[config.mk]
export PLATFORM = sky130hd
export DESIGN_NAME = gamepad_event_to_pad_bits
export DESIGN_NICKNAME = d
export VERILOG_FILES = /design/src/rtl/gpb_pkg.sv /design/src/rtl/gpb_pad_state.sv /design/src/rtl/gpb_poll.sv /design/src/rtl/gamepad_event_to_pad_bits.sv
export SDC_FILE = /design/constraint.sdc
export NUM_CORES = 1
export LEC_CHECK = 0
export BUFFER_PORTS_ARGS = -buffer_cell sky130_fd_sc_hd__buf_2
export CORE_MARGIN = 8
export CORE_UTILIZATION = 56
export CTS_BUF_LIST = sky130_fd_sc_hd__clkbuf_16
export CTS_CLUSTER_DIAMETER = 200
export CTS_CLUSTER_SIZE = 16
export DETAILED_ROUTE_END_ITERATION = 12
export PLACE_DENSITY = 0.79
export SETUP_SLACK_MARGIN = 0.1
export SLEW_MARGIN = 20
export SYNTH_ARGS = -nofsm -noshare
export SYNTH_HDL_FRONTEND = slang
export SYNTH_HIERARCHICAL = 1
export SYNTH_SLANG_ARGS = --single-unit
[constraint.sdc]
create_clock -name clk_i -period 2.3 [get_ports clk_i]
set_input_delay 0.23 -clock clk_i [delete_from_list [all_inputs] [get_ports clk_i]]
set_output_delay 0.23 -clock clk_i [all_outputs]
set_load 0.05 [all_outputs]
[src/rtl/gpb_pkg.sv]
// Package of the gamepad event block: field widths, codes and shared types.
// It depends on nothing and is used by every RTL module of the block.
package gpb_pkg;

  localparam int MAX_PADS    = 4;
  localparam int MAP_W       = 36;
  localparam int ENTRY_W     = 6;
  localparam int NUM_ENTRIES = 6;
  localparam int CFG_IDX_W   = 3;
  localparam int S_TDATA_W   = 40;
  localparam int M_TDATA_W   = 32;

  localparam logic [CFG_IDX_W-1:0] CFG_PAD_ENABLE = 3'd0;
  localparam logic [CFG_IDX_W-1:0] CFG_MAP_PAD0   = 3'd1;
  localparam logic [CFG_IDX_W-1:0] CFG_MAP_PAD1   = 3'd2;
  localparam logic [CFG_IDX_W-1:0] CFG_MAP_PAD2   = 3'd3;
  localparam logic [CFG_IDX_W-1:0] CFG_MAP_PAD3   = 3'd4;

  localparam logic [6:0] EVT_BUTTON = 7'd1;
  localparam logic [6:0] EVT_AXIS   = 7'd2;

  localparam logic [7:0] AXIS_X = 8'd0;
  localparam logic [7:0] AXIS_Y = 8'd1;

  localparam logic signed [15:0] AXIS_LIMIT = 16'sd16383;

  localparam int BIT_UP    = 4;
  localparam int BIT_DOWN  = 5;
  localparam int BIT_LEFT  = 6;
  localparam int BIT_RIGHT = 7;

  typedef enum logic {
    REQ_EVENT = 1'b0,
    REQ_POLL  = 1'b1
  } gpb_req_e;

  typedef struct packed {
    gpb_req_e           req;
    logic [1:0]         pad;
    logic [7:0]         ev_type;
    logic [7:0]         number;
    logic signed [15:0] value;
  } gpb_req_t;

endpackage

[src/rtl/gpb_pad_state.sv]
// Per-pad button masks and stick positions, plus the turbo phase flip-flop.
// Uses gpb_pkg; driven by the request stage of gamepad_event_to_pad_bits.
module gpb_pad_state import gpb_pkg::*; #(
  parameter int NUM_PADS    = 4,
  parameter int NUM_BUTTONS = 32
) (
  input  logic                                  clk_i,
  input  logic                                  rst_ni,
  input  logic                                  fire_i,
  input  gpb_req_t                              req_i,
  input  logic [MAX_PADS-1:0]                   pad_enable_i,
  output logic [NUM_PADS-1:0][NUM_BUTTONS-1:0]  mask_o,
  output logic [NUM_PADS-1:0][15:0]             axis_x_o,
  output logic [NUM_PADS-1:0][15:0]             axis_y_o,
  output logic                                  turbo_o
);

  logic turbo_q;

  for (genvar p = 0; p < NUM_PADS; p++) begin : g_pad
    logic [NUM_BUTTONS-1:0] mask_q, mask_d;
    logic [15:0]            ax_q, ax_d, ay_q, ay_d;
    logic                   hit;

    assign hit = fire_i && (req_i.req == REQ_EVENT) && (req_i.pad == 2'(p)) &&
                 pad_enable_i[p];

    always_comb begin
      mask_d = mask_q;
      ax_d   = ax_q;
      ay_d   = ay_q;
      if (hit) begin
        if (req_i.ev_type[6:0] == EVT_BUTTON) begin
          for (int b = 0; b < NUM_BUTTONS; b++) begin
            if (req_i.number == 8'(b)) begin
              mask_d[b] = (req_i.value != 16'sd0);
            end
          end
        end else if (req_i.ev_type[6:0] == EVT_AXIS) begin
          if (req_i.number == AXIS_X) begin
            ax_d = req_i.value;
          end else if (req_i.number == AXIS_Y) begin
            ay_d = req_i.value;
          end
        end
      end
    end

    always_ff @(posedge clk_i or negedge rst_ni) begin
      if (!rst_ni) begin
        mask_q <= '0;
        ax_q   <= '0;
        ay_q   <= '0;
      end else begin
        mask_q <= mask_d;
        ax_q   <= ax_d;
        ay_q   <= ay_d;
      end
    end

    assign mask_o[p]   = mask_q;
    assign axis_x_o[p] = ax_q;
    assign axis_y_o[p] = ay_q;
  end

  always_ff @(posedge clk_i or negedge rst_ni) begin
    if (!rst_ni) begin
      turbo_q <= 1'b0;
    end else if (fire_i && (req_i.req == REQ_POLL)) begin
      turbo_q <= ~turbo_q;
    end
  end

  assign turbo_o = turbo_q;

endmodule

[src/rtl/gpb_poll.sv]
// Forms the polled pad word from masks, sticks, button maps and turbo phase.
// Uses gpb_pkg; purely combinational, fed by gpb_pad_state and the top level.
module gpb_poll import gpb_pkg::*; #(
  parameter int NUM_PADS    = 4,
  parameter int NUM_BUTTONS = 32
) (
  input  logic [NUM_PADS-1:0][NUM_BUTTONS-1:0] mask_i,
  input  logic [NUM_PADS-1:0][15:0]            axis_x_i,
  input  logic [NUM_PADS-1:0][15:0]            axis_y_i,
  input  logic [MAX_PADS-1:0][MAP_W-1:0]       map_i,
  input  logic [MAX_PADS-1:0]                  pad_enable_i,
  input  logic                                 phase_i,
  output logic [M_TDATA_W-1:0]                 word_o
);

  always_comb begin
    logic [31:0]         mask32;
    logic [ENTRY_W-1:0]  ent;
    logic [7:0]          pbyte;
    logic signed [15:0]  ax, ay;
    word_o = '0;
    for (int p = 0; p < NUM_PADS; p++) begin
      mask32 = 32'(mask_i[p]);
      ax     = $signed(axis_x_i[p]);
      ay     = $signed(axis_y_i[p]);
      pbyte  = '0;
      for (int e = 0; e < NUM_ENTRIES; e++) begin
        ent = map_i[p][ENTRY_W*e +: ENTRY_W];
        if (ent[5] && mask32[ent[4:0]] && ((e < 4) || phase_i)) begin
          pbyte[e % 4] = 1'b1;
        end
      end
      if (ax <= -AXIS_LIMIT) begin
        pbyte[BIT_LEFT] = 1'b1;
      end else if (ax >= AXIS_LIMIT) begin
        pbyte[BIT_RIGHT] = 1'b1;
      end
      if (ay <= -AXIS_LIMIT) begin
        pbyte[BIT_UP] = 1'b1;
      end else if (ay >= AXIS_LIMIT) begin
        pbyte[BIT_DOWN] = 1'b1;
      end
      if (pad_enable_i[p]) begin
        word_o[8*p +: 8] = pbyte;
      end
    end
  end

endmodule

[src/rtl/gamepad_event_to_pad_bits.sv]
// Top level of the gamepad event collector and pad bit poller.
// Uses gpb_pkg, gpb_pad_state and gpb_poll.
//
//   channel      | direction | carries
//   s_axis       | in        | one joystick event or one poll request
//   m_axis       | out       | one 32-bit pad word per poll
//   cfg          | in        | register writes: pad_enable, map_pad0..map_pad3
//
// Every transaction passes through the request register, and each poll
// word is then held in the output register. One request is accepted
// per cycle; m_axis_tready low stalls only when a poll word waits
// and another poll sits in the request register. Reset clears all pad state,
// turbo phase, config registers and valid flags; no clearing pass follows.
module gamepad_event_to_pad_bits import gpb_pkg::*; #(
  parameter int NUM_PADS    = 4,
  parameter int NUM_BUTTONS = 32
) (
  input  logic                  clk_i,
  input  logic                  rst_ni,
  input  logic                  s_axis_tvalid,
  output logic                  s_axis_tready,
  // [1:0] pad, [9:2] event_type, [17:10] event_number, [33:18] event_value
  input  logic [S_TDATA_W-1:0]  s_axis_tdata,
  // [0] req_type
  input  logic                  s_axis_tuser,
  output logic                  m_axis_tvalid,
  input  logic                  m_axis_tready,
  // [31:0] pad_bits
  output logic [M_TDATA_W-1:0]  m_axis_tdata,
  input  logic                  cfg_valid_i,
  output logic                  cfg_ready_o,
  input  logic [CFG_IDX_W-1:0]  cfg_index_i,
  input  logic [MAP_W-1:0]      cfg_data_i
);

  logic                            s1_valid_q;
  gpb_req_t                        s1_req_q;
  logic                            out_valid_q;
  logic [M_TDATA_W-1:0]            out_data_q;
  logic [MAX_PADS-1:0]             pad_enable_q;
  logic [MAX_PADS-1:0][MAP_W-1:0]  map_q;
  logic                            out_free, s1_adv, in_fire;
  gpb_req_t                        in_req;
  logic [NUM_PADS-1:0][NUM_BUTTONS-1:0] mask;
  logic [NUM_PADS-1:0][15:0]       axis_x, axis_y;
  logic                            turbo;
  logic [M_TDATA_W-1:0]            word;

  assign out_free      = !out_valid_q || m_axis_tready;
  assign s1_adv        = s1_valid_q && ((s1_req_q.req == REQ_EVENT) || out_free);
  assign s_axis_tready = !s1_valid_q || s1_adv;
  assign in_fire       = s_axis_tvalid && s_axis_tready;
  assign cfg_ready_o   = 1'b1;

  always_comb begin
    in_req.req     = gpb_req_e'(s_axis_tuser);
    in_req.pad     = s_axis_tdata[1:0];
    in_req.ev_type = s_axis_tdata[9:2];
    in_req.number  = s_axis_tdata[17:10];
    in_req.value   = $signed(s_axis_tdata[33:18]);
  end

  always_ff @(posedge clk_i or negedge rst_ni) begin
    if (!rst_ni) begin
      s1_valid_q <= 1'b0;
    end else if (s_axis_tready) begin
      s1_valid_q <= s_axis_tvalid;
    end
  end

  always_ff @(posedge clk_i) begin
    if (in_fire) begin
      s1_req_q <= in_req;
    end
  end

  always_ff @(posedge clk_i or negedge rst_ni) begin
    if (!rst_ni) begin
      pad_enable_q <= '0;
      map_q        <= '0;
    end else if (cfg_valid_i && cfg_ready_o) begin
      unique case (cfg_index_i)
        CFG_PAD_ENABLE: pad_enable_q <= cfg_data_i[MAX_PADS-1:0];
        CFG_MAP_PAD0:   map_q[0]     <= cfg_data_i;
        CFG_MAP_PAD1:   map_q[1]     <= cfg_data_i;
        CFG_MAP_PAD2:   map_q[2]     <= cfg_data_i;
        CFG_MAP_PAD3:   map_q[3]     <= cfg_data_i;
        default: ;
      endcase
    end
  end

  gpb_pad_state #(
    .NUM_PADS    (NUM_PADS),
    .NUM_BUTTONS (NUM_BUTTONS)
  ) u_state (
    .clk_i        (clk_i),
    .rst_ni       (rst_ni),
    .fire_i       (s1_adv),
    .req_i        (s1_req_q),
    .pad_enable_i (pad_enable_q),
    .mask_o       (mask),
    .axis_x_o     (axis_x),
    .axis_y_o     (axis_y),
    .turbo_o      (turbo)
  );

  gpb_poll #(
    .NUM_PADS    (NUM_PADS),
    .NUM_BUTTONS (NUM_BUTTONS)
  ) u_poll (
    .mask_i       (mask),
    .axis_x_i     (axis_x),
    .axis_y_i     (axis_y),
    .map_i        (map_q),
    .pad_enable_i (pad_enable_q),
    .phase_i      (~turbo),
    .word_o       (word)
  );

  always_ff @(posedge clk_i or negedge rst_ni) begin
    if (!rst_ni) begin
      out_valid_q <= 1'b0;
    end else if (s1_adv && (s1_req_q.req == REQ_POLL)) begin
      out_valid_q <= 1'b1;
    end else if (m_axis_tready) begin
      out_valid_q <= 1'b0;
    end
  end

  always_ff @(posedge clk_i) begin
    if (s1_adv && (s1_req_q.req == REQ_POLL)) begin
      out_data_q <= word;
    end
  end

  assign m_axis_tvalid = out_valid_q;
  assign m_axis_tdata  = out_data_q;

endmodule

==> results of run 1 <==
placed cells by master (no fill, tap or decap), types with 9 or more instances in the layout:
cell type,n
a211o_1,10
a21oi_1,41
a31oi_1,42
a41oi_1,12
buf_12,15
buf_2,110
buf_4,101
clkbuf_16,41
dfrtp_1,398
dfrtp_2,9
dlygate4sd3_1,36
edfxtp_1,66
inv_1,16
mux2_2,260
mux2_4,36
mux2i_1,68
mux4_2,193
nand2_1,46
nand3_1,18
nand3b_1,19
nand4_1,48
nor2_1,20
nor2b_1,19
nor3_1,32
nor4_1,28
o21ai_0,70
o31ai_1,65
where the power goes:
part | internal, mW | switching [mW]
clock network | 2.84 | 3.02
logic | 1.48 | 1.16
registers | 9.14 | 1.25
total | 13.5 | 5.43
cell type report:
| cell class | count | area (um2) | share of cell area [%] |
|---|---|---|---|
| antenna | 5 | 12.51 | 0.04370 |
| tap | 592 | 740.7 | 2.587 |
| multi-input combinational | 1145 | 12570 | 43.92 |
| inverter | 1 | 3.754 | 0.01311 |
| timing repair buffer | 270 | 2132 | 7.446 |
| clock inverter | 18 | 90.09 | 0.3146 |
| sequential | 473 | 12180 | 42.53 |
| clock buffer | 36 | 900.9 | 3.146 |
how the worst max path moves through the flow:
stage,depth (start not counted),slack [ns],startpoint,to
after global placement,7,0.16,m_axis_tvalid,u_state/g_pad[0].mask_q[24]
after floorplan,7,0.03,m_axis_tvalid,u_state/g_pad[2].ax_q[10]
final,4,0.06,s1_req_q[16],u_state/g_pad[2].mask_q[17]
after global routing,10,0.007,m_axis_tvalid,u_state/g_pad[2].mask_q[1]
after detailed placement,7,0.08,m_axis_tvalid,u_state/g_pad[0].mask_q[30]
after CTS,5,0.11,s1_req_q[22],u_state/g_pad[2].mask_q[8]
critical path, stage by stage, from the launching register on:
cell and delay, ns:
edfxtp_1 0.51, nor2b_1 0.53, nand3_1 0.56, o21ai_0 0.39, o31ai_1 0.11
state kept, by name (all words and copies together) (netlist names):
register	cells
u_state/g_pad.ay_q	64
pad_enable_q	4
s1_req_q	34
u_state/g_pad.mask_q	128
m_axis_tvalid	1
m_axis_tdata	32
u_state/turbo_o	1
map_q	144
u_state/g_pad.ax_q	64
s1_valid_q	1
through the flow:
step,hold slack (ns),utilization (%),std cells
floorplan,-0.06559,-,1749
global placement,0.1851,60.77,2431
detailed placement,0.1837,60.77,2431
CTS,0.009435,63.85,2522
global route,0.03415,64.72,2535
finish,0.02583,64.75,2540
repair_timing:
| action | 4_1_cts | 5_1_grt |
|---|---|---|
| gates resized for setup | 0 | 52 |
| setup buffers | 1 | 8 |
| endpoints found under the hold margin | 151 | 0 |
| hold buffers | 36 | 0 |
| gates cloned | 0 | 5 |
| pin swaps | 0 | 3 |
| setup endpoints to repair | 5 | 77 |
layer usage:
| metal | wire [um] | track usage (%) | vias up | share of wire, % |
|---|---|---|---|---|
| met3 | 9103 | 8.079 | 232 | 12 |
| met2 | 35840 | 44.12 | 1251 | 46 |
| met4 | 4650 | 16.14 | 2 | 5.9 |
| li1 | - | - | 7390 | - |
| met5 | 10 | 0 | - | 0.013 |
| met1 | 28880 | 38.10 | 9302 | 37 |
==> flow_summary_export.csv, run 1 <==
group,metric,value,unit
timing,setup_ws,0.06199,ns
route,routed_wl,78490,um
timing,fin_crit,2.238,ns
place,port_buffers,111,
cells_and_area,drive_gt1_share,42.10,%
cells_and_area,nets,2011,
power,power_leakage,11.92,nW
global_route,grt_pass1_wl,115800,um
clocking,h-tree-depth,2,
global_route,grt_start_max_net_pins,77,
min_path,whs_path_depth,3,
global_route,grt_overflow,0,
worst_setup_path,reg2reg_depth,4,
timing,fin_crit_sh,97.30,%
floorplan,die_area,51920,um2
synthesis,syn-cell-area,25130,um2
floorplan,start_util,56.83,%
cells_and_area,area_delta_synth_final,13.92,%
route,dr.pass1.iters,7,
route,vias,18180,
power,power.density,659.7,nW/um2
worst_setup_path,r2r_slack,0.06,ns
route,initialDrtViolationCount,2550,
worst_setup_path,r2r_end,"u_state/g_pad[2].mask_q[17]",
timing,setup_tns,0,ns
timing,maxSlewViolCount,0,
global_route,grtUsageTotal,29.20,%
power,p_total,18.89,mW
worst_setup_path,cp.required,2.73,ns
min_path,min_to,"m_axis_tvalid",
route,viasPerCell,7.156,
clocking,clkSinkCount,473,
floorplan,fp.coreArea,44220,um2
synthesis,synthCells,1749,
timing,rsz0062_at_grt,"true",
clocking,path_clk_slew,0.08,ns
place,hpwl,52050,um
floorplan,dieHeight,227.9,um
floorplan,die_width,227.9,um
worst_setup_path,start_kind,"register",
worst_setup_path,arrival,2.67,ns
worst_setup_path,end_kind,"register",
worst_setup_path,path_class,"reg2reg",
min_path,min_from,"m_axis_tready",
route,ant_nets,0,
place,dpl_cell_area,26870,um2
timing,finClkSkew,0.02119,ns
cells_and_area,fin_area,28630,um2
synthesis,avgSynthCellArea,14.37,um2
timing,finalHoldViolCount,0,
clocking,worstSkewPairLatency,0.57,ns
timing,worst_slew_pin_slew,0.8175,ns
timing,finalSetupViolations,0,
min_path,min_path_type,"in2reg",
route,drc_errors,0,
job,timing.max_cap.violations,0,
worst_setup_path,crit_fanout,9,
place,pre_cts_ws,0.07551,ns
power,vdd_drop_max,0.6909,mV
floorplan,pin_count,120,
clocking,cts-buffers-inserted,35,
synthesis,synth_nets,1834,
worst_setup_path,reg2reg_from,"s1_req_q[16]",
floorplan,rows,77,
outcome,outcome,"complete, no violations",
global_route,antenna_found_initial,6,
clocking,cts_buffer_depth,3,
synthesis,yosysWarnings,6,
place,routabilityCongestion,0.9660,
route,wl_per_cell,30.90,um
timing,slew_headroom,45.50,%
cells_and_area,n_fill_cell,3098,
timing,timing.fmax,446.8,MHz
clocking,tritoncts,"built",
global_route,first_global_vias,18000,
clocking,cts-root-buf,"clkbuf_16",
No activity file was read; power rests on OpenSTA's default activity.
==> run 2: changes to the inputs <==
- CELL_PAD_IN_SITES_DETAIL_PLACEMENT: unset -> 0
- CELL_PAD_IN_SITES_GLOBAL_PLACEMENT: unset -> 2
- CORE_UTILIZATION: 56 -> 41
- PLACE_DENSITY: 0.79 -> unset
- PLACE_DENSITY_LB_ADDON: unset -> 0.1
- SLEW_MARGIN: 20 -> unset
==> run 2 against run 1 <==
Compared with the run above: clock power rose by 0.9%; first-iteration DRC count fell by 33%; sequential share of layout area fell by 0.32 points; critical endpoint is now u_state/g_pad[2].ay_q[10]; critical path type unchanged; via count fell by 5.1%; flip-flop and latch count did not move; sequential power barely moved; die area rose by 34%.
==> flow_summary_export.csv, run 2 (synthesis gave the netlist of run 1 again) <==
group,metric,value,unit
cells_and_area,largestRegisters,"map_q (144), u_state/g_pad.mask_q (128)",
place,routabilityCongestion,0.8774,
worst_setup_path,reg2reg_from,"m_axis_tvalid",
global_route,grt_start_max_net_pins,73,
min_path,min_path_type,"in2reg",
worst_setup_path,crit_path_max_incr_delay,0.42,ns
cells_and_area,drive_gt1_share,41.99,%
power,power.density,658.0,nW/um2
clocking,cts_buffer_depth,3,
cells_and_area,multi_input_area,12420,um2
clocking,tritoncts,"built",
timing,worst_slew_pin_slew,0.6998,ns
worst_setup_path,r2r_slack,0.16,ns
worst_setup_path,end_kind,"register",
worst_setup_path,start_kind,"register",
cells_and_area,largest_reg_flops,144,
power,power_leakage,11.91,nW
cells_and_area,final_common_cell,"dfrtp_1",
cells_and_area,area_delta_synth_final,14.83,%
floorplan,die_width,263.6,um
timing,timing.fmax,467.1,MHz
timing,hold_ws,0.06644,ns
cells_and_area,nets,2021,
timing,maxSlewViolCount,0,
global_route,grt_overflow,0,
timing,setup_tns,0,ns
worst_setup_path,cp.required,2.75,ns
power,p_total,18.99,mW
clocking,h-tree-depth,2,
floorplan,start_util,41.56,%
worst_setup_path,reg2reg_depth,9,
place,dpl_cell_area,27340,um2
cells_and_area,n_fill_cell,5285,
worst_setup_path,critical_path_buf_inv_count,3,
floorplan,dieHeight,263.6,um
route,drc_errors,0,
worst_setup_path,cpMaxStageDelayCell,"dfrtp_2",
place,hpwl,57950,um
clocking,clkSinkCount,473,
global_route,first_global_vias,17530,
cells_and_area,final_cell_mix,"dfrtp_1, mux2_2, mux4_2",
timing,finalHoldViolCount,0,
cells_and_area,fin_area,28860,um2
worst_setup_path,r2r_end,"u_state/g_pad[2].ay_q[10]",
route,viasPerCell,6.297,
route,routed_wl,83090,um
timing,setup_ws,0.1592,ns
job,timing.max_cap.violations,0,
min_path,whs_path_depth,2,
route,initialDrtViolationCount,1701,
route,dr.pass1.iters,6,
global_route,grtUsageTotal,23.75,%
power,vdd_drop_max,0.5110,mV
worst_setup_path,crit_fanout,8,
route,vias,17250,
floorplan,die_area,69480,um2
cells_and_area,fin_cells,2740,
worst_setup_path,crit_family,"simple AND/OR/NAND/NOR gates",
clocking,cts-root-buf,"clkbuf_16",
min_path,min_from,"cfg_data_i[35]",
min_path,min_to,"map_q[143]",
place,port_buffers,111,
floorplan,rows,90,
route,ant_nets,0,
global_route,grt_pass1_wl,122900,um
route,wl_per_cell,30.32,um
clocking,worstSkewPairLatency,0.57,ns
place,pre_cts_ws,0.007514,ns
timing,fin_crit,2.141,ns
outcome,outcome,"complete, no violations",
timing,rsz0062_at_grt,"true",
floorplan,pin_count,120,
global_route,antenna_found_initial,4,
timing,fin_crit_sh,93.08,%
cells_and_area,largest_register,"map_q",
place,dp_cells,2634,
worst_setup_path,path_class,"reg2reg",
timing,slew_headroom,53.35,%
timing,finClkSkew,0.01769,ns
clocking,cts-buffers-inserted,35,
cells_and_area,seq_area,12180,um2
cells_and_area,fin_util,47.73,%
timing,finalSetupViolations,0,
worst_setup_path,arrival,2.59,ns
clocking,path_clk_slew,0.08,ns
floorplan,fp.coreArea,60470,um2
worst_setup_path,crit_chain,"nor2b_4 -> a21boi_4 -> nor3b_4 -> buf_6 -> nand2_4 -> nor4_4 -> buf_4 -> clkbuf_16 -> mux2_2",
## run 2: power by group
| part | total (mW) | internal, mW | switching [mW] |
|---|---|---|---|
| registers | 10.4 | 9.15 | 1.24 |
| logic | 2.70 | 1.52 | 1.17 |
| clock network | 5.91 | 2.85 | 3.06 |
| total | 19.0 | 13.5 | 5.48 |
## run 2: area by class of cell
class / count / area share [%]
multi-input cells: 1145 / 43.05
flip-flops and latches: 473 / 42.21
repair buffers: 280 / 7.847
well taps: 782 / 3.390
clock buffers: 36 / 3.121
clock inverters: 20 / 0.3382
diodes: 3 / 0.02601
inverters: 1 / 0.01301
## run 2: worst max-delay path by stage
stage                           endpoint          start  depth (start not counted)  slack [ns]
2_1_floorplan  u_state/g_pad[2].ax_q[10]  m_axis_tvalid                          7        0.03
3_3_place_gp   u_state/g_pad[2].ax_q[15]  m_axis_tvalid                          7        0.06
3_5_place_dp    u_state/g_pad[2].ax_q[1]  m_axis_tvalid                          7       0.008
4_1_cts         u_state/g_pad[2].ax_q[1]  m_axis_tvalid                          8         0.1
5_1_grt         u_state/g_pad[2].ay_q[3]  m_axis_tvalid                          9        0.08
6_report       u_state/g_pad[2].ay_q[10]  m_axis_tvalid                          9        0.16
## run 2: timing repair
action                     in CTS  in global routing
gates cloned                    0                  1
hold buffers                   37                  0
hold endpoints to repair      151                  0
setup endpoints to repair      40                104
resized for setup               3                 18
buffers inserted                1                  8
pin swaps                       0                  4
## run 2: metal layers
layer / vias to the layer above / track usage (%) / share of wire (%) / wire length (um)
met5: - / 0 / 0 / 0
met4: 0 / 8.939 / 4.2 / 3485
met3: 136 / 3.002 / 5.6 / 4688
met2: 614 / 37.68 / 47 / 38830
met1: 9079 / 33.21 / 43 / 36080
li1: 7424 / - / - / -
==> run 3: changes to the inputs <==
- CELL_PAD_IN_SITES_DETAIL_PLACEMENT: 0 -> unset
- CELL_PAD_IN_SITES_GLOBAL_PLACEMENT: 2 -> unset
- CORE_UTILIZATION: 41 -> 56
- PLACE_DENSITY: unset -> 0.77
- PLACE_DENSITY_LB_ADDON: 0.1 -> unset
==> run 3 against run 2 <==
Compared with the run above: non-clock buffer count shrank 15; largest power group unchanged; flip-flop and latch count is the same; worst hold slack gained 0.037 ns; register-to-register slack lost 0.15 ns; clock skew grew 0.0057 ns; clock-buffer cell count is the same; final cell count shrank 7.3%; core utilization grew 17 points; setup slack lost 0.15 ns.
==> flow_summary_export.csv, run 3 (synthesis gave the netlist of run 1 again) <==
group,metric,value,unit
outcome,outcome,"complete, no violations",
timing,rsz0062_at_grt,"true",
route,viasPerCell,7.186,
clocking,tritoncts,"built",
cells_and_area,nets,2006,
cells_and_area,largest_reg_flops,144,
cells_and_area,drive_gt1_share,42.29,%
clocking,clkSinkCount,473,
cells_and_area,multi_input_area,12640,um2
floorplan,pin_count,120,
power,vdd_drop_max,0.6024,mV
route,wl_per_cell,30.85,um
timing,slew_headroom,20.45,%
worst_setup_path,arrival,2.74,ns
timing,finClkSkew,0.02339,ns
cells_and_area,largestRegisters,"map_q (144), u_state/g_pad.mask_q (128)",
floorplan,die_area,51920,um2
floorplan,rows,77,
global_route,antenna_found_initial,10,
timing,finalHoldViolCount,0,
cells_and_area,seq_area,12180,um2
timing,maxSlewViolCount,0,
cells_and_area,fin_cells,2541,
floorplan,start_util,56.83,%
route,routed_wl,78400,um
worst_setup_path,path_class,"reg2reg",
clocking,worstSkewPairLatency,0.58,ns
place,dp_cells,2420,
cells_and_area,n_fill_cell,3068,
power,power.density,654.1,nW/um2
clocking,cts_buffer_depth,3,
timing,timing.fmax,436.5,MHz
clocking,cts-root-buf,"clkbuf_16",
clocking,path_clk_slew,0.08,ns
worst_setup_path,cp.required,2.75,ns
job,timing.max_cap.violations,0,
cells_and_area,largest_register,"map_q",
clocking,h-tree-depth,2,
timing,setup_ws,0.009187,ns
global_route,grt_start_max_net_pins,79,
floorplan,fp.coreArea,44220,um2
route,ant_nets,0,
place,pre_cts_ws,0.003135,ns
route,dr.pass1.iters,7,
timing,worst_slew_pin_slew,1.193,ns
timing,finalSetupViolations,0,
cells_and_area,final_cell_mix,"dfrtp_1, mux2_2, mux4_2",
floorplan,dieHeight,227.9,um
route,drc_errors,0,
global_route,grtUsageTotal,29.12,%
cells_and_area,fin_area,28690,um2
global_route,first_global_vias,18190,
timing,hold_ws,0.1031,ns
cells_and_area,fin_util,64.88,%
place,port_buffers,111,
route,vias,18260,
timing,fin_crit,2.291,ns
cells_and_area,area_delta_synth_final,14.16,%
worst_setup_path,crit_fanout,12,
worst_setup_path,start_kind,"register",
worst_setup_path,end_kind,"register",
power,power_leakage,11.97,nW
min_path,min_path_type,"in2reg",
power,p_total,18.77,mW
global_route,grt_overflow,0,
place,routabilityCongestion,0.9382,
global_route,grt_pass1_wl,115200,um
timing,setup_tns,0,ns
cells_and_area,final_common_cell,"dfrtp_1",
timing,fin_crit_sh,99.60,%
floorplan,die_width,227.9,um
place,hpwl,50900,um
clocking,cts-buffers-inserted,35,
place,dpl_cell_area,26780,um2
route,initialDrtViolationCount,2399,
## run 3: cell types whose count changed in the layout (fill, tap and decap cells not counted), sizes merged
cell    previous run  this run
diode              3        10
inv               20        19
clkbuf            37        40
buf              242       224
## run 3: path summary, 6_finish.rpt
| kind | from | to | slack [ns] | depth (start not counted) |
|---|---|---|---|---|
| max in group asynchronous | rst_ni | u_state/g_pad[3].mask_q[1] | 1.26 | 3 |
| setup reg to reg | s1_req_q[18] | u_state/g_pad[1].mask_q[21] | 0.009 | 3 |
| setup / recovery | s1_req_q[18] | u_state/g_pad[1].mask_q[21] | 0.009 | 3 |
| min in group asynchronous | rst_ni | map_q[124] | 0.20 | 2 |
| hold / removal | cfg_data_i[17] | map_q[53] | 0.10 | 2 |
| hold reg to reg | u_state/turbo_o | u_state/turbo_o | 0.49 | 1 |
## run 3: routing by layer
metal  GRT usage (%)  vias to the layer above  share of wire [%]
met4           16.20                       12                6.4
met1           36.07                     9210                 35
met2           44.56                     1339                 45
met3           10.09                      300                 13
li1                -                     7399                  -
met5               0                        -               0.11
## run 3: repair_timing
item,in CTS,in global routing
endpoints found under the setup margin,40,164
hold buffers,37,0
gates cloned,0,4
endpoints found under the hold margin,84,0
buffers inserted,2,13
pin swaps,2,6
resized for setup,2,83
## run 3: layout make-up
cell class              count  area share, %
multi-input cells        1145          44.06
flip-flops and latches    473          42.44
repair buffers            265          7.357
clock buffers              36          3.140
well taps                 592          2.582
clock inverters            19         0.3271
diodes                     10        0.08722
inverters                   1        0.01308
## run 3: worst max-delay path, cell delays in order (launching register included)
cell and delay, ns:
edfxtp_1 0.60, nand2b_1 0.72, nor3_1 0.48, mux2_2 0.37
## run 3: power breakdown
part	internal, mW	switching [mW]	total (mW)
registers	9.14	1.23	10.4
clock network	2.84	2.95	5.79
logic	1.48	1.13	2.61
